File: src/rtl/core/cfv_pkg.sv
`timescale 1ns / 1ps
// ----------------------------------------------------------------------------
// cfv_pkg
// Shared types, character codes and the hex digit decoder for the checksum
// frame validator.
// ----------------------------------------------------------------------------
package cfv_pkg;

    localparam int unsigned BYTE_W   = 8;
    localparam int unsigned NIBBLE_W = 4;

    // Character codes that the line format relies on.
    localparam logic [BYTE_W-1:0] CH_DOLLAR = 8'h24;
    localparam logic [BYTE_W-1:0] CH_STAR   = 8'h2A;
    localparam logic [BYTE_W-1:0] CH_0      = 8'h30;
    localparam logic [BYTE_W-1:0] CH_9      = 8'h39;
    localparam logic [BYTE_W-1:0] CH_UA     = 8'h41;
    localparam logic [BYTE_W-1:0] CH_UF     = 8'h46;
    localparam logic [BYTE_W-1:0] CH_LA     = 8'h61;
    localparam logic [BYTE_W-1:0] CH_LF     = 8'h66;
    localparam logic [BYTE_W-1:0] HEX_TEN   = 8'd10;

    // Position within the line.
    typedef enum logic [2:0] {
        PH_START   = 3'd0,
        PH_PAYLOAD = 3'd1,
        PH_HEX1    = 3'd2,
        PH_HEX2    = 3'd3,
        PH_DONE    = 3'd4
    } phase_t;

    // One input beat.
    typedef struct packed {
        logic [BYTE_W-1:0] line_byte;
        logic              end_of_line;
    } beat_t;

    // Decoded hex digit.
    typedef struct packed {
        logic                valid;
        logic [NIBBLE_W-1:0] value;
    } hex_t;

    // Decodes one ASCII hex digit, either case.
    function automatic hex_t hex_decode(input logic [BYTE_W-1:0] c);
        hex_t              h;
        logic [BYTE_W-1:0] diff;
        h    = '0;
        diff = '0;
        if (c >= CH_0 && c <= CH_9) begin
            diff    = c - CH_0;
            h.valid = 1'b1;
        end else if (c >= CH_UA && c <= CH_UF) begin
            diff    = c - CH_UA + HEX_TEN;
            h.valid = 1'b1;
        end else if (c >= CH_LA && c <= CH_LF) begin
            diff    = c - CH_LA + HEX_TEN;
            h.valid = 1'b1;
        end
        h.value = diff[NIBBLE_W-1:0];
        return h;
    endfunction

endpackage

File: src/rtl/core/cfv_in_reg.sv
`timescale 1ns / 1ps
// ----------------------------------------------------------------------------
// cfv_in_reg
// Input register: holds one beat and passes it on when the checker takes it.
// ----------------------------------------------------------------------------
module cfv_in_reg (
    input  logic           aclk,
    input  logic           aresetn,
    input  logic           up_valid,
    output logic           up_ready,
    input  cfv_pkg::beat_t up_beat,
    output logic           dn_valid,
    input  logic           dn_ready,
    output cfv_pkg::beat_t dn_beat
);

    logic           vld_reg;
    logic           vld_next;
    cfv_pkg::beat_t beat_reg;

    // The register can load whenever it is empty or being drained.
    assign up_ready = !vld_reg || dn_ready;

    always_comb begin
        vld_next = vld_reg;
        if (up_ready) begin
            vld_next = up_valid;
        end
    end

    // Valid flag is control state; the beat itself needs no reset.
    always_ff @(posedge aclk) begin
        if (!aresetn) begin
            vld_reg <= 1'b0;
        end else begin
            vld_reg <= vld_next;
        end
    end

    always_ff @(posedge aclk) begin
        if (up_ready && up_valid) begin
            beat_reg <= up_beat;
        end
    end

    assign dn_valid = vld_reg;
    assign dn_beat  = beat_reg;

endmodule

File: src/rtl/core/cfv_line_chk.sv
`timescale 1ns / 1ps
// ----------------------------------------------------------------------------
// cfv_line_chk
// Line checker: tracks the position in the line, accumulates the payload XOR
// and registers the verdict on the final beat.
// ----------------------------------------------------------------------------
module cfv_line_chk (
    input  logic                       aclk,
    input  logic                       aresetn,
    input  logic                       in_valid,
    output logic                       in_ready,
    input  cfv_pkg::beat_t             in_beat,
    output logic                       res_valid,
    input  logic                       res_ready,
    output logic                       res_frame_ok,
    output logic [cfv_pkg::BYTE_W-1:0] res_computed_sum
);

    cfv_pkg::phase_t               phase_reg, phase_next, step_phase;
    logic [cfv_pkg::BYTE_W-1:0]    xor_reg, xor_next, step_xor;
    logic [cfv_pkg::NIBBLE_W-1:0]  nib_reg, nib_next, step_nib;
    logic                          seen_reg, seen_next, step_seen;
    logic                          bad_reg, bad_next, step_bad;
    logic                          res_vld_reg, res_vld_next;
    logic                          res_ok_reg;
    logic [cfv_pkg::BYTE_W-1:0]    res_sum_reg;
    logic                          take;
    logic                          eol;
    cfv_pkg::hex_t                 hex;

    // A final beat needs the result slot free or being emptied; other beats
    // leave the result slot alone and always pass.
    assign in_ready = !in_beat.end_of_line || !res_vld_reg || res_ready;
    assign take     = in_valid && in_ready;
    assign eol      = in_beat.end_of_line;
    assign hex      = cfv_pkg::hex_decode(in_beat.line_byte);

    // Next phase.
    always_comb begin
        unique case (phase_reg)
            cfv_pkg::PH_START: begin
                step_phase = cfv_pkg::PH_PAYLOAD;
            end
            cfv_pkg::PH_PAYLOAD: begin
                step_phase = (in_beat.line_byte == cfv_pkg::CH_STAR)
                           ? cfv_pkg::PH_HEX1 : cfv_pkg::PH_PAYLOAD;
            end
            cfv_pkg::PH_HEX1: begin
                step_phase = cfv_pkg::PH_HEX2;
            end
            default: begin
                step_phase = cfv_pkg::PH_DONE;
            end
        endcase
        phase_next = phase_reg;
        if (take) begin
            phase_next = eol ? cfv_pkg::PH_START : step_phase;
        end
    end

    // Datapath update and result for the beat in hand.
    always_comb begin
        step_xor  = xor_reg;
        step_nib  = nib_reg;
        step_seen = seen_reg;
        step_bad  = bad_reg;
        unique case (phase_reg)
            cfv_pkg::PH_START: begin
                if (in_beat.line_byte != cfv_pkg::CH_DOLLAR) begin
                    step_bad = 1'b1;
                end
            end
            cfv_pkg::PH_PAYLOAD: begin
                if (in_beat.line_byte == cfv_pkg::CH_STAR) begin
                    if (!seen_reg) begin
                        step_bad = 1'b1;
                    end
                end else begin
                    step_xor  = xor_reg ^ in_beat.line_byte;
                    step_seen = 1'b1;
                end
            end
            cfv_pkg::PH_HEX1: begin
                if (hex.valid) begin
                    step_nib = hex.value;
                end else begin
                    step_bad = 1'b1;
                end
            end
            cfv_pkg::PH_HEX2: begin
                if (!hex.valid || {nib_reg, hex.value} != xor_reg) begin
                    step_bad = 1'b1;
                end
            end
            default: begin
                // Anything after the second hex digit spoils the line.
                step_bad = 1'b1;
            end
        endcase

        xor_next     = xor_reg;
        nib_next     = nib_reg;
        seen_next    = seen_reg;
        bad_next     = bad_reg;
        res_vld_next = res_vld_reg && !res_ready;
        if (take) begin
            if (eol) begin
                xor_next     = '0;
                nib_next     = '0;
                seen_next    = 1'b0;
                bad_next     = 1'b0;
                res_vld_next = 1'b1;
            end else begin
                xor_next  = step_xor;
                nib_next  = step_nib;
                seen_next = step_seen;
                bad_next  = step_bad;
            end
        end
    end

    // Line state and result valid.
    always_ff @(posedge aclk) begin
        if (!aresetn) begin
            phase_reg   <= cfv_pkg::PH_START;
            xor_reg     <= '0;
            nib_reg     <= '0;
            seen_reg    <= 1'b0;
            bad_reg     <= 1'b0;
            res_vld_reg <= 1'b0;
        end else begin
            phase_reg   <= phase_next;
            xor_reg     <= xor_next;
            nib_reg     <= nib_next;
            seen_reg    <= seen_next;
            bad_reg     <= bad_next;
            res_vld_reg <= res_vld_next;
        end
    end

    // Result payload, loaded on the final beat of a line.
    always_ff @(posedge aclk) begin
        if (take && eol) begin
            res_ok_reg  <= !step_bad && (step_phase == cfv_pkg::PH_DONE);
            res_sum_reg <= step_xor;
        end
    end

    assign res_valid        = res_vld_reg;
    assign res_frame_ok     = res_ok_reg;
    assign res_computed_sum = res_sum_reg;

endmodule

File: src/rtl/core/checksum_frame_validator_unit.sv
`timescale 1ns / 1ps
// ----------------------------------------------------------------------------
// checksum_frame_validator_unit
// Streams a text line one byte per beat and reports whether it is a
// well-formed '$...*hh' frame with a matching XOR checksum.
// ----------------------------------------------------------------------------
//
//  Channel | Direction | Handshake          | Payload
//  --------+-----------+--------------------+------------------------------
//  s_      | in        | s_valid / s_ready  | s_line_byte, s_end_of_line
//  m_      | out       | m_valid / m_ready  | m_frame_ok, m_computed_sum
//
//  One byte is taken every cycle while the result side keeps up; the phase
//  and XOR update is combinational logic between the input register and
//  the result register. The verdict is registered when the checker takes
//  the final beat. Reset is synchronous and returns to the start of a line.
//  While a result waits, bytes of the next line still pass; its final beat
//  stops in the input register and s_ready drops until the result is taken.
//
module checksum_frame_validator_unit (
    input  logic                       aclk,
    input  logic                       aresetn,
    input  logic                       s_valid,
    output logic                       s_ready,
    input  logic [cfv_pkg::BYTE_W-1:0] s_line_byte,
    input  logic                       s_end_of_line,
    output logic                       m_valid,
    input  logic                       m_ready,
    output logic                       m_frame_ok,
    output logic [cfv_pkg::BYTE_W-1:0] m_computed_sum
);

    cfv_pkg::beat_t s_beat;
    cfv_pkg::beat_t in_beat;
    logic           in_vld;
    logic           chk_ready;
    logic           chk_take;

    assign s_beat.line_byte   = s_line_byte;
    assign s_beat.end_of_line = s_end_of_line;

    // Input register.
    cfv_in_reg u_in_reg (
        .aclk     (aclk),
        .aresetn  (aresetn),
        .up_valid (s_valid),
        .up_ready (s_ready),
        .up_beat  (s_beat),
        .dn_valid (in_vld),
        .dn_ready (chk_ready),
        .dn_beat  (in_beat)
    );

    // Line checker with result register.
    cfv_line_chk u_line_chk (
        .aclk             (aclk),
        .aresetn          (aresetn),
        .in_valid         (in_vld),
        .in_ready         (chk_ready),
        .in_beat          (in_beat),
        .res_valid        (m_valid),
        .res_ready        (m_ready),
        .res_frame_ok     (m_frame_ok),
        .res_computed_sum (m_computed_sum)
    );

    assign chk_take = in_vld && chk_ready;

    // A result only appears after the checker took a final beat.
    a_result_from_eol: assert property (@(posedge aclk) disable iff (!aresetn)
        $rose(m_valid) |-> $past(chk_take && in_beat.end_of_line))
        else $error("result valid without a final beat");

    // A beat that does not end the line leaves no result behind.
    a_no_result_mid_line: assert property (@(posedge aclk) disable iff (!aresetn)
        (chk_take && !in_beat.end_of_line && !m_valid) |=> !m_valid)
        else $error("result valid after a mid-line beat");

    // An empty input register always accepts.
    a_empty_in_ready: assert property (@(posedge aclk) disable iff (!aresetn)
        !in_vld |-> s_ready)
        else $error("input register empty but not ready");

    // A waiting result keeps its valid and payload.
    a_result_held: assert property (@(posedge aclk) disable iff (!aresetn)
        (m_valid && !m_ready) |=> (m_valid && $stable(m_frame_ok)
                                   && $stable(m_computed_sum)))
        else $error("waiting result changed");

endmodule

File: config.mk
export PLATFORM = sky130hd
export DESIGN_NAME = checksum_frame_validator_unit
export DESIGN_NICKNAME = d
export VERILOG_FILES = /design/src/rtl/core/cfv_pkg.sv /design/src/rtl/core/cfv_in_reg.sv /design/src/rtl/core/cfv_line_chk.sv /design/src/rtl/core/checksum_frame_validator_unit.sv
export SDC_FILE = /design/constraint.sdc
export NUM_CORES = 1
export LEC_CHECK = 0
export BUFFER_PORTS_ARGS = -buffer_cell sky130_fd_sc_hd__buf_2
export CORE_UTILIZATION = 51
export CTS_CLUSTER_SIZE = 16
export DETAILED_ROUTE_END_ITERATION = 8
export HOLD_SLACK_MARGIN = 0.02
export PLACE_DENSITY = 0.82
export SYNTH_ARGS = -nofsm -noshare
export SYNTH_HDL_FRONTEND = slang
export SYNTH_SLANG_ARGS = --single-unit
File: constraint.sdc
create_clock -name aclk -period 2.9 [get_ports aclk]
set_clock_uncertainty 0.05 [all_clocks]
set_input_delay 0.58 -clock aclk [delete_from_list [all_inputs] [get_ports aclk]]
set_output_delay 0.58 -clock aclk [all_outputs]
set_load 0.01 [all_outputs]
==> results.txt, run 1 <==
Leakage Power: 0.810 nW
Worst setup EP type: register
Vias per inst: 5.90
GRT Total Usage: 21.4%
TritonCTS buffer count: 5
Initial Utilization: 53.3%
Sequential Power Share: 57.4%
Routed length per instance: 14.7 um
Core footprint: 0.00369 sq mm
Clock power share: 34.1%
Cts repair resizes: 0
Mean Syn Cell Area: 10.3 sq um
CTS Buffer Depth: 2
Max FFs per register: 9
Post-CTS Setup Inserts: 0
Setup TNS: 0 ns
Share of cells above drive strength 1: 18.4%
Hpwl dp: 2800 um
Row count: 22
Hold Path Origin: s_line_byte[7]
Remaining routing DRC violations: 0
Post-placement worst setup slack: 0.533 ns
Crit path from: u_in_reg.dn_beat[1]
Ant. Diodes: 0
Worst slew margin relative to its limit: 42.2%
RSZ-0062 raised after global routing: false
Hold endpoint: u_in_reg.dn_beat[8]
Status: completed
Hold path cells: 1
Antenna Nets Post-Route: 0
Pint: 0.767 mW
Vias in the first global route: 1436
DR iter-0 viols: 66
Final Net Count: 228
Reg-to-reg critical path endpoint: u_line_chk.nib_reg[3]
DR pass1 iterations: 4
H-tree Lvls: 2
Syn-to-layout area delta: 10.6%
Final setup violation count: 0
Share of the synthesized area in the top cell type: 27.5%
IO buf count: 23
Post-Syn Nets: 208
Worst-skew pair later-pin latency: 0.30 ns
Reg-to-reg critical path startpoint: u_in_reg.dn_beat[1]
Root Buffer: clkbuf_8
Reg2reg setup slack: 0.48 ns
Final Hold Violating Endpoints: 0
Register area share after synthesis: 46.8%
Final Worst Setup Slack: 0.485 ns
First-pass GRT wire length: 6580 um
Async S/R FF share, synth: 0%
Worst Hold Class: input pin to register
GRT Residual Overflow: 0
Io pins: 24
Placer Congestion: 0.933
Final period util: 83.3%
Synth Register Bits: 37
Crit path kind: register to register
Slew @ Worst Pin: 0.862 ns
Die Wd: 64.1 um
Syn Std Cell Area: 0.00197 sq mm
CTS hold repair buffers: 0
Die area: 0.00411 sq mm
CTS clk-pin slew, worst paths: 0.07 ns
Register-to-Register Path Depth: 8
CP startpoint kind: register
Worst path arrival time: 2.55 ns
Total number of vias: 1535
Final WL: 3820 um
CP required: 3.04 ns
Maxcap violations: 0
Net Sw Frac: 24.9%
TritonCTS clock tree: yes
VDD IR max: 0.279 mV
Synth Instances: 191
Largest net degree at the start of global routing: 17
Post-layout min period: 2.42 ns
Distinct cells, synth: 52
Logic pwr share: 8.5%
EDFF count, synth: 18
Die Span Y: 64.1 um
Warnings, synthesis: 0
CTS Sinks: 37
Antenna violations before repair: 0
Synth area leaders: edfxtp_1 (27%), dfxtp_1 (19%), xnor2_1 (4.0%), a21oi_1 (3.6%), xor2_1 (3.1%)
Most used DFF post-synth: dfxtp_1
Critical path fanouts, max: 10
Slew Viols, Final: 0
Fmax: 0.414 GHz
Switch Pwr: 0.255 mW
Area leader, netlist: edfxtp_1
Pwr/cell area: 470 mW/mm^2
## kinds of logic (layout without fill, tap and decap cells)
family,count (synthesis),in the layout,synth area share [%]
and+or+nand+nor,70,70,21.6
AOI/OAI and AO/OA,50,50,18.0
DFF,37,37,46.8
xor gates and xnor gates,16,16,7.13
buffers and inverters,13,34,3.31
adders and majority gates,4,4,2.55
muxes,1,1,0.509
## worst max path at each step
stage                                        to
after floorplan           u_line_chk.nib_reg[3]
after global placement    u_line_chk.nib_reg[3]
after detailed placement  u_line_chk.nib_reg[3]
after CTS                 u_line_chk.nib_reg[3]
after global routing      u_line_chk.nib_reg[3]
final                     u_line_chk.nib_reg[3]
## cells in the mapped netlist, types with 2 or more instances
cell and n:
a21boi_1 4, nor2_1 10, a31oi_1 3, o211ai_1 2
inv_1 3, xnor2_1 9, o21ai_0 6, o2bb2ai_1 3
or3_1 6, a21boi_0 3, dfxtp_1 19, nor2b_1 7
clkbuf_1 4, and4_1 2, nand4_1 2, a22oi_1 3
buf_2 4, ha_1 4, a21o_1 2, and2_1 2
nand2b_1 4, nor3_1 2, xor2_1 7, nand2_1 16
nand3_1 6, a21oi_1 14, nor4_1 2, edfxtp_1 18
## cell type report
cell class              count  area, sq um
clock buffers               5         68.8
inverters                   3         11.3
repair buffers             23          115
clock inverters             3         17.5
multi-input cells         141          980
flip-flops and latches     37          921
well taps                  48         60.1
fillers                   339         1520
## metal layers
layer | vias to the layer above | routed length [um] | GRT usage [%]
met3 | 13 | 232 | 4.11
met5 | - | 0 | 0
met2 | 51 | 1780 | 34.0
li1 | 743 | - | -
met1 | 728 | 1690 | 26.6
met4 | 0 | 126 | 13.1
## per-stage QoR
stage / cells / util, % / power (mW) / area, sq um / hold slack [ns]
after floorplan: 191 / - / 0.656 / 1970 / 0.388
after global placement: 252 / 56.6 / 0.681 / 2090 / 0.405
after detailed placement: 252 / 56.6 / 0.684 / 2090 / 0.419
after CTS: 260 / 58.9 / 1.03 / 2170 / 0.406
after global routing: 260 / 58.9 / 1.07 / 2170 / 0.403
final: 260 / 58.9 / 1.02 / 2170 / 0.411
## power groups by stage
stage	clock (mW)	combinational (mW)	sequential, mW
after detailed placement	0	0.0867	0.597
after global routing	0.382	0.0969	0.589
after global placement	0	0.0850	0.596
final	0.348	0.0873	0.586
after floorplan	0	0.0686	0.587
after CTS	0.355	0.0871	0.586
## cells in the final DEF (no fill, tap or decap), types with 4 or more instances in the layout
cell      synthesis  final
nor2_1           10     10
edfxtp_1         18     18
xor2_1            7      7
or3_1             6      6
dfxtp_1          19     19
buf_2             4     23
ha_1              4      4
nand2_1          16     16
xnor2_1           9      9
o21ai_0           6      6
a21boi_1          4      4
nand3_1           6      6
nor2b_1           7      7
nand2b_1          4      4
a21oi_1          14     14
clkbuf_8          0      5
## critical path, cell delays in order (launching register included)
cell and delay [ns]:
edfxtp_1 0.55, inv_1 0.12, ha_1 0.26, nor3b_1 0.15, nor4_1 0.38, nand2_1 0.18
a21oi_1 0.23, a21oi_1 0.17, a2bb2o_4 0.24
(Power assumes the default switching activity.)
==> run 2, diff against run 1 <==
Settings changed: PLACE_DENSITY 0.82 to 0.85.
Clock period 2.9 ns to 2.12 ns, I/O delays scaled along.
==> run 2 against run 1 <==
Maximum frequency increased by 19%. Via count is 2.1% higher. Sequential share of layout area decreased by 2.6 points. Global-route usage is 0.44 points higher. Core utilization up 4.0 points. Register-to-register slack got worse by 0.39 ns. Sequential cell count unchanged. First-iteration DRC count is 82% higher. Clock power up 54%. Final cell count is 5.0% higher. Critical path depth did not move. Critical path type unchanged.
==> results.txt, run 2 (synthesis results as in run 1) <==
Total number of vias: 1567
Worst slew margin relative to its limit: 43.5%
DR pass1 iterations: 5
Slew @ Worst Pin: 0.844 ns
DR iter-0 viols: 120
TritonCTS buffer count: 5
Placer Congestion: 0.979
DP Cell Count: 260
Slew Viols, Final: 0
Die area: 0.00411 sq mm
GRT Total Usage: 21.8%
Min Hold Slack: 0.251 ns
Status: completed
First-pass GRT wire length: 6710 um
Antenna violations before repair: 0
Syn-to-layout area delta: 18.1%
Hpwl dp: 2950 um
Die Span Y: 64.1 um
Largest net degree at the start of global routing: 17
Core footprint: 0.00369 sq mm
Worst-skew pair later-pin latency: 0.29 ns
Ant. Diodes: 0
Met1 Use GR: 27.5%
CTS Sinks: 37
Final Net Count: 241
Vias in the first global route: 1417
Share of cells above drive strength 1: 28.0%
Remaining routing DRC violations: 0
Root Buffer: clkbuf_8
Most frequent cells in the layout: buf_2 (23), edfxtp_1 (18), dfxtp_1 (18)
VDD IR max: 0.438 mV
Post-layout min period: 2.03 ns
Antenna Nets Post-Route: 0
CTS clk-pin slew, worst paths: 0.07 ns
Pwr/cell area: 637 mW/mm^2
Row count: 22
CTS Buffer Depth: 2
TritonCTS clock tree: yes
Fmax: 0.493 GHz
Vias per inst: 5.74
Leakage Power: 0.881 nW
M2 GR Usage: 35.1%
Max FFs per register: 9
Worst Hold Class: input pin to register
M3 GR Usage: 5.36%
Final period util: 95.7%
GRT Residual Overflow: 0
Final setup violation count: 0
CP startpoint kind: register
Filler cells: 322
Routed length per instance: 15.1 um
IO buf count: 23
DP Area: 0.00215 sq mm
Worst setup EP type: register
Initial Utilization: 53.3%
Maxcap violations: 0
Fin area: 0.00232 sq mm
Finished Layout Cells: 273
GRT Max-Usage Layer: met2
Final Hold Violating Endpoints: 0
Leading cell type in the layout, fill and taps excluded: buf_2
Final WL: 4120 um
Worst path arrival time: 2.17 ns
Critical path fanouts, max: 4
Crit path kind: register to register
Io pins: 24
Fin util: 62.9%
Total Power: 1.48 mW
CP required: 2.26 ns
H-tree Lvls: 2
Die Wd: 64.1 um
## run 2: critical path, stage by stage, from the launching register on
cell and delay, ns:
edfxtp_1 0.40, inv_2 0.06, ha_2 0.20, nor3b_1 0.15
nor4_2 0.34, nand2_1 0.18, a21oi_2 0.21, a21oi_2 0.11
a2bb2o_4 0.22
## run 2: cell type report
type                    count  area, sq um  share of cell area [%]
multi-input cells         141         1010                    43.7
flip-flops and latches     37          922                    39.7
repair buffers             36          213                    9.16
clock buffers               7         96.3                    4.15
well taps                  48         60.1                    2.59
inverters                   3         11.3                   0.485
clock inverters             1         5.00                   0.216
## run 2: routing by layer
metal | part of all wire [%] | up-vias
li1 | - | 765
met1 | 42 | 726
met2 | 49 | 67
met3 | 6.7 | 9
met4 | 1.7 | 0
met5 | 0 | -
## run 2: final timing paths
kind                         start  cells after the start                     to  slack (ns)
max reg2reg    u_in_reg.dn_beat[1]                      8  u_line_chk.nib_reg[3]        0.09
max            u_in_reg.dn_beat[1]                      8  u_line_chk.nib_reg[3]        0.09
min                  s_end_of_line                      1    u_in_reg.dn_beat[0]        0.25
min reg2reg  u_line_chk.nib_reg[1]                      1  u_line_chk.nib_reg[1]        0.44
## run 2: report_power, final
group	total, mW	switching (mW)	internal, mW
Sequential	0.792	0.0213	0.771
Clock	0.535	0.242	0.294
Combinational	0.151	0.0849	0.0661
Total	1.48	0.348	1.13
## run 2: metrics by stage
step | setup TNS, ns | setup slack (ns)
after CTS | 0 | 0.0956
after detailed placement | -0.0509 | -0.0509
after global routing | -0.0183 | -0.0128
after global placement | 0 | 0.104
final | 0 | 0.0903
after floorplan | 0 | 0.0660
## run 2: timing repair
item	CTS	global route
setup buffers	0	5
endpoints found under the setup margin	1	7
hold buffers	0	0
gates cloned	0	0
gates resized for setup	1	10
pin swaps	0	6
==> run 3, diff against run 2 <==
Settings changed: CORE_UTILIZATION 51 to 52, PLACE_DENSITY 0.85 to 0.86.
==> run 3 against run 2 <==
Sequential share of layout area is 0.34 points higher. Design area is 0.97% lower. Via count is 0.13% higher. Sequential power hardly changed. Count of clock-buffer cells in the layout is 1 lower. Combinational power hardly changed. Register-to-register slack worse by 0.02 ns. Sequential cell count stayed put. Wire length is 0.92% higher. Largest cell class unchanged. Highest routed layer unchanged.
==> results.txt, run 3 (synthesis results as in run 1) <==
Max stage delay on crit path: 0.38 ns
Die area: 0.00403 sq mm
Vias per inst: 5.85
Leading cell type in the layout, fill and taps excluded: buf_2
CTS Buffer Depth: 2
Post-layout min period: 2.05 ns
TritonCTS clock tree: yes
IO buf count: 23
Worst slew margin relative to its limit: 45.4%
Final WL: 4160 um
CP top delay family: simple AND/OR/NAND/NOR gates
Pwr/cell area: 656 mW/mm^2
Syn-to-layout area delta: 16.9%
Initial Utilization: 56.7%
CP required: 2.26 ns
Max FFs per register: 9
Final Hold Violating Endpoints: 0
Hold Path Origin: s_line_byte[7]
Vias in the first global route: 1416
Register-to-Register Path Depth: 9
Antenna Nets Post-Route: 0
DR pass1 iterations: 5
Critical path fanouts, max: 3
Root Buffer: clkbuf_8
Setup TNS: 0 ns
Die Span Y: 63.5 um
CTS hold repair buffers: 0
Die Wd: 63.5 um
DP Area: 0.00214 sq mm
Row count: 21
Slew @ Worst Pin: 0.816 ns
Final setup violation count: 0
Filler cells: 294
Fin util: 66.3%
Routed length per instance: 15.5 um
Hpwl dp: 2900 um
VDD IR max: 0.446 mV
Worst path arrival time: 2.19 ns
Placer Congestion: 1.04
Total number of vias: 1569
DR iter-0 viols: 99
Largest net degree at the start of global routing: 17
Fmax: 0.487 GHz
Antenna violations before repair: 0
TritonCTS buffer count: 5
Worst-skew pair later-pin latency: 0.29 ns
CP startpoint kind: register
First-pass GRT wire length: 6790 um
Reg-to-reg critical path startpoint: u_in_reg.dn_beat[2]
Worst setup EP type: register
Crit path kind: register to register
Share of cells above drive strength 1: 25.7%
Remaining routing DRC violations: 0
Io pins: 24
Hold endpoint: u_in_reg.dn_beat[8]
Slew Viols, Final: 0
GRT Total Usage: 22.4%
Core footprint: 0.00347 sq mm
H-tree Lvls: 2
Crit-path slowest cell: edfxtp_1
Final Net Count: 238
Worst Hold Class: input pin to register
GRT Residual Overflow: 0
Leakage Power: 0.870 nW
Hold path cells: 1
Critical path, cell by cell: inv_1, ha_1, nor3b_1, nor4_2, buf_4, nand4_1, a32oi_1, and4_4, o31ai_2
Ant. Diodes: 0
Buffers & Inverters on Critical Path: 2
Reg2reg setup slack: 0.07 ns
Min Hold Slack: 0.251 ns
Most frequent cells in the layout: buf_2 (23), dfxtp_1 (19), edfxtp_1 (18)
CTS clk-pin slew, worst paths: 0.08 ns
Maxcap violations: 0
Reg-to-reg critical path endpoint: u_line_chk.bad_reg
Fin area: 0.00230 sq mm
Final period util: 96.8%
Status: completed
CTS Sinks: 37
-- run 3: routing by layer --
layer  GRT usage, %  wire length [um]
met5              0                 0
met4           9.38                61
met3           6.52               301
met2           35.6              2010
met1           28.1              1780
-- run 3: worst reg2reg max path, stage by stage (launching register included) --
cell	delay, ns
edfxtp_1	0.38
inv_1	0.12
ha_1	0.22
nor3b_1	0.08
nor4_2	0.30
buf_4	0.18
nand4_1	0.09
a32oi_1	0.22
and4_4	0.25
o31ai_2	0.07
-- run 3: timing repair --
item	4_1_cts	5_1_grt
setup endpoints to repair	0	6
setup buffers	0	2
endpoints found under the hold margin	0	0
resized for setup	0	8
-- run 3: where the power goes --
part           total, mW  internal [mW]  switching, mW
Clock              0.567          0.305          0.262
Sequential         0.791          0.770         0.0208
Combinational      0.150         0.0647         0.0850
-- run 3: through the flow --
stage	worst slack [ns]	power, mW	instances
2_1_floorplan	0.0660	0.897	191
3_3_place_gp	0.126	0.944	258
3_5_place_dp	0.0322	0.948	258
4_1_cts	0.0343	1.50	266
5_1_grt	-0.0558	1.56	268
6_report	0.0672	1.51	268
-- run 3: worst max-delay path by stage --
stage / to / slack [ns] / depth (start not counted) / start
6_report: u_line_chk.bad_reg / 0.07 / 9 / u_in_reg.dn_beat[2]
5_1_grt: u_line_chk.bad_reg / -0.06 / 9 / u_in_reg.dn_beat[1]
4_1_cts: u_line_chk.nib_reg[3] / 0.03 / 8 / u_in_reg.dn_beat[1]
3_5_place_dp: u_line_chk.nib_reg[3] / 0.03 / 8 / u_in_reg.dn_beat[1]
3_3_place_gp: u_line_chk.nib_reg[3] / 0.13 / 8 / u_in_reg.dn_beat[1]
2_1_floorplan: u_line_chk.nib_reg[3] / 0.07 / 9 / u_in_reg.dn_beat[1]
-- run 3: area by class of cell --
cell class | count | area, sq um | area share, %
Multi-Input combinational cell | 141 | 1010 | 43.9
Sequential cell | 37 | 921 | 40.1
Timing Repair Buffer | 33 | 190 | 8.27
Clock buffer | 6 | 93.8 | 4.08
Tap cell | 46 | 57.6 | 2.50
Clock inverter | 2 | 15.0 | 0.653
Inverter | 3 | 11.3 | 0.490
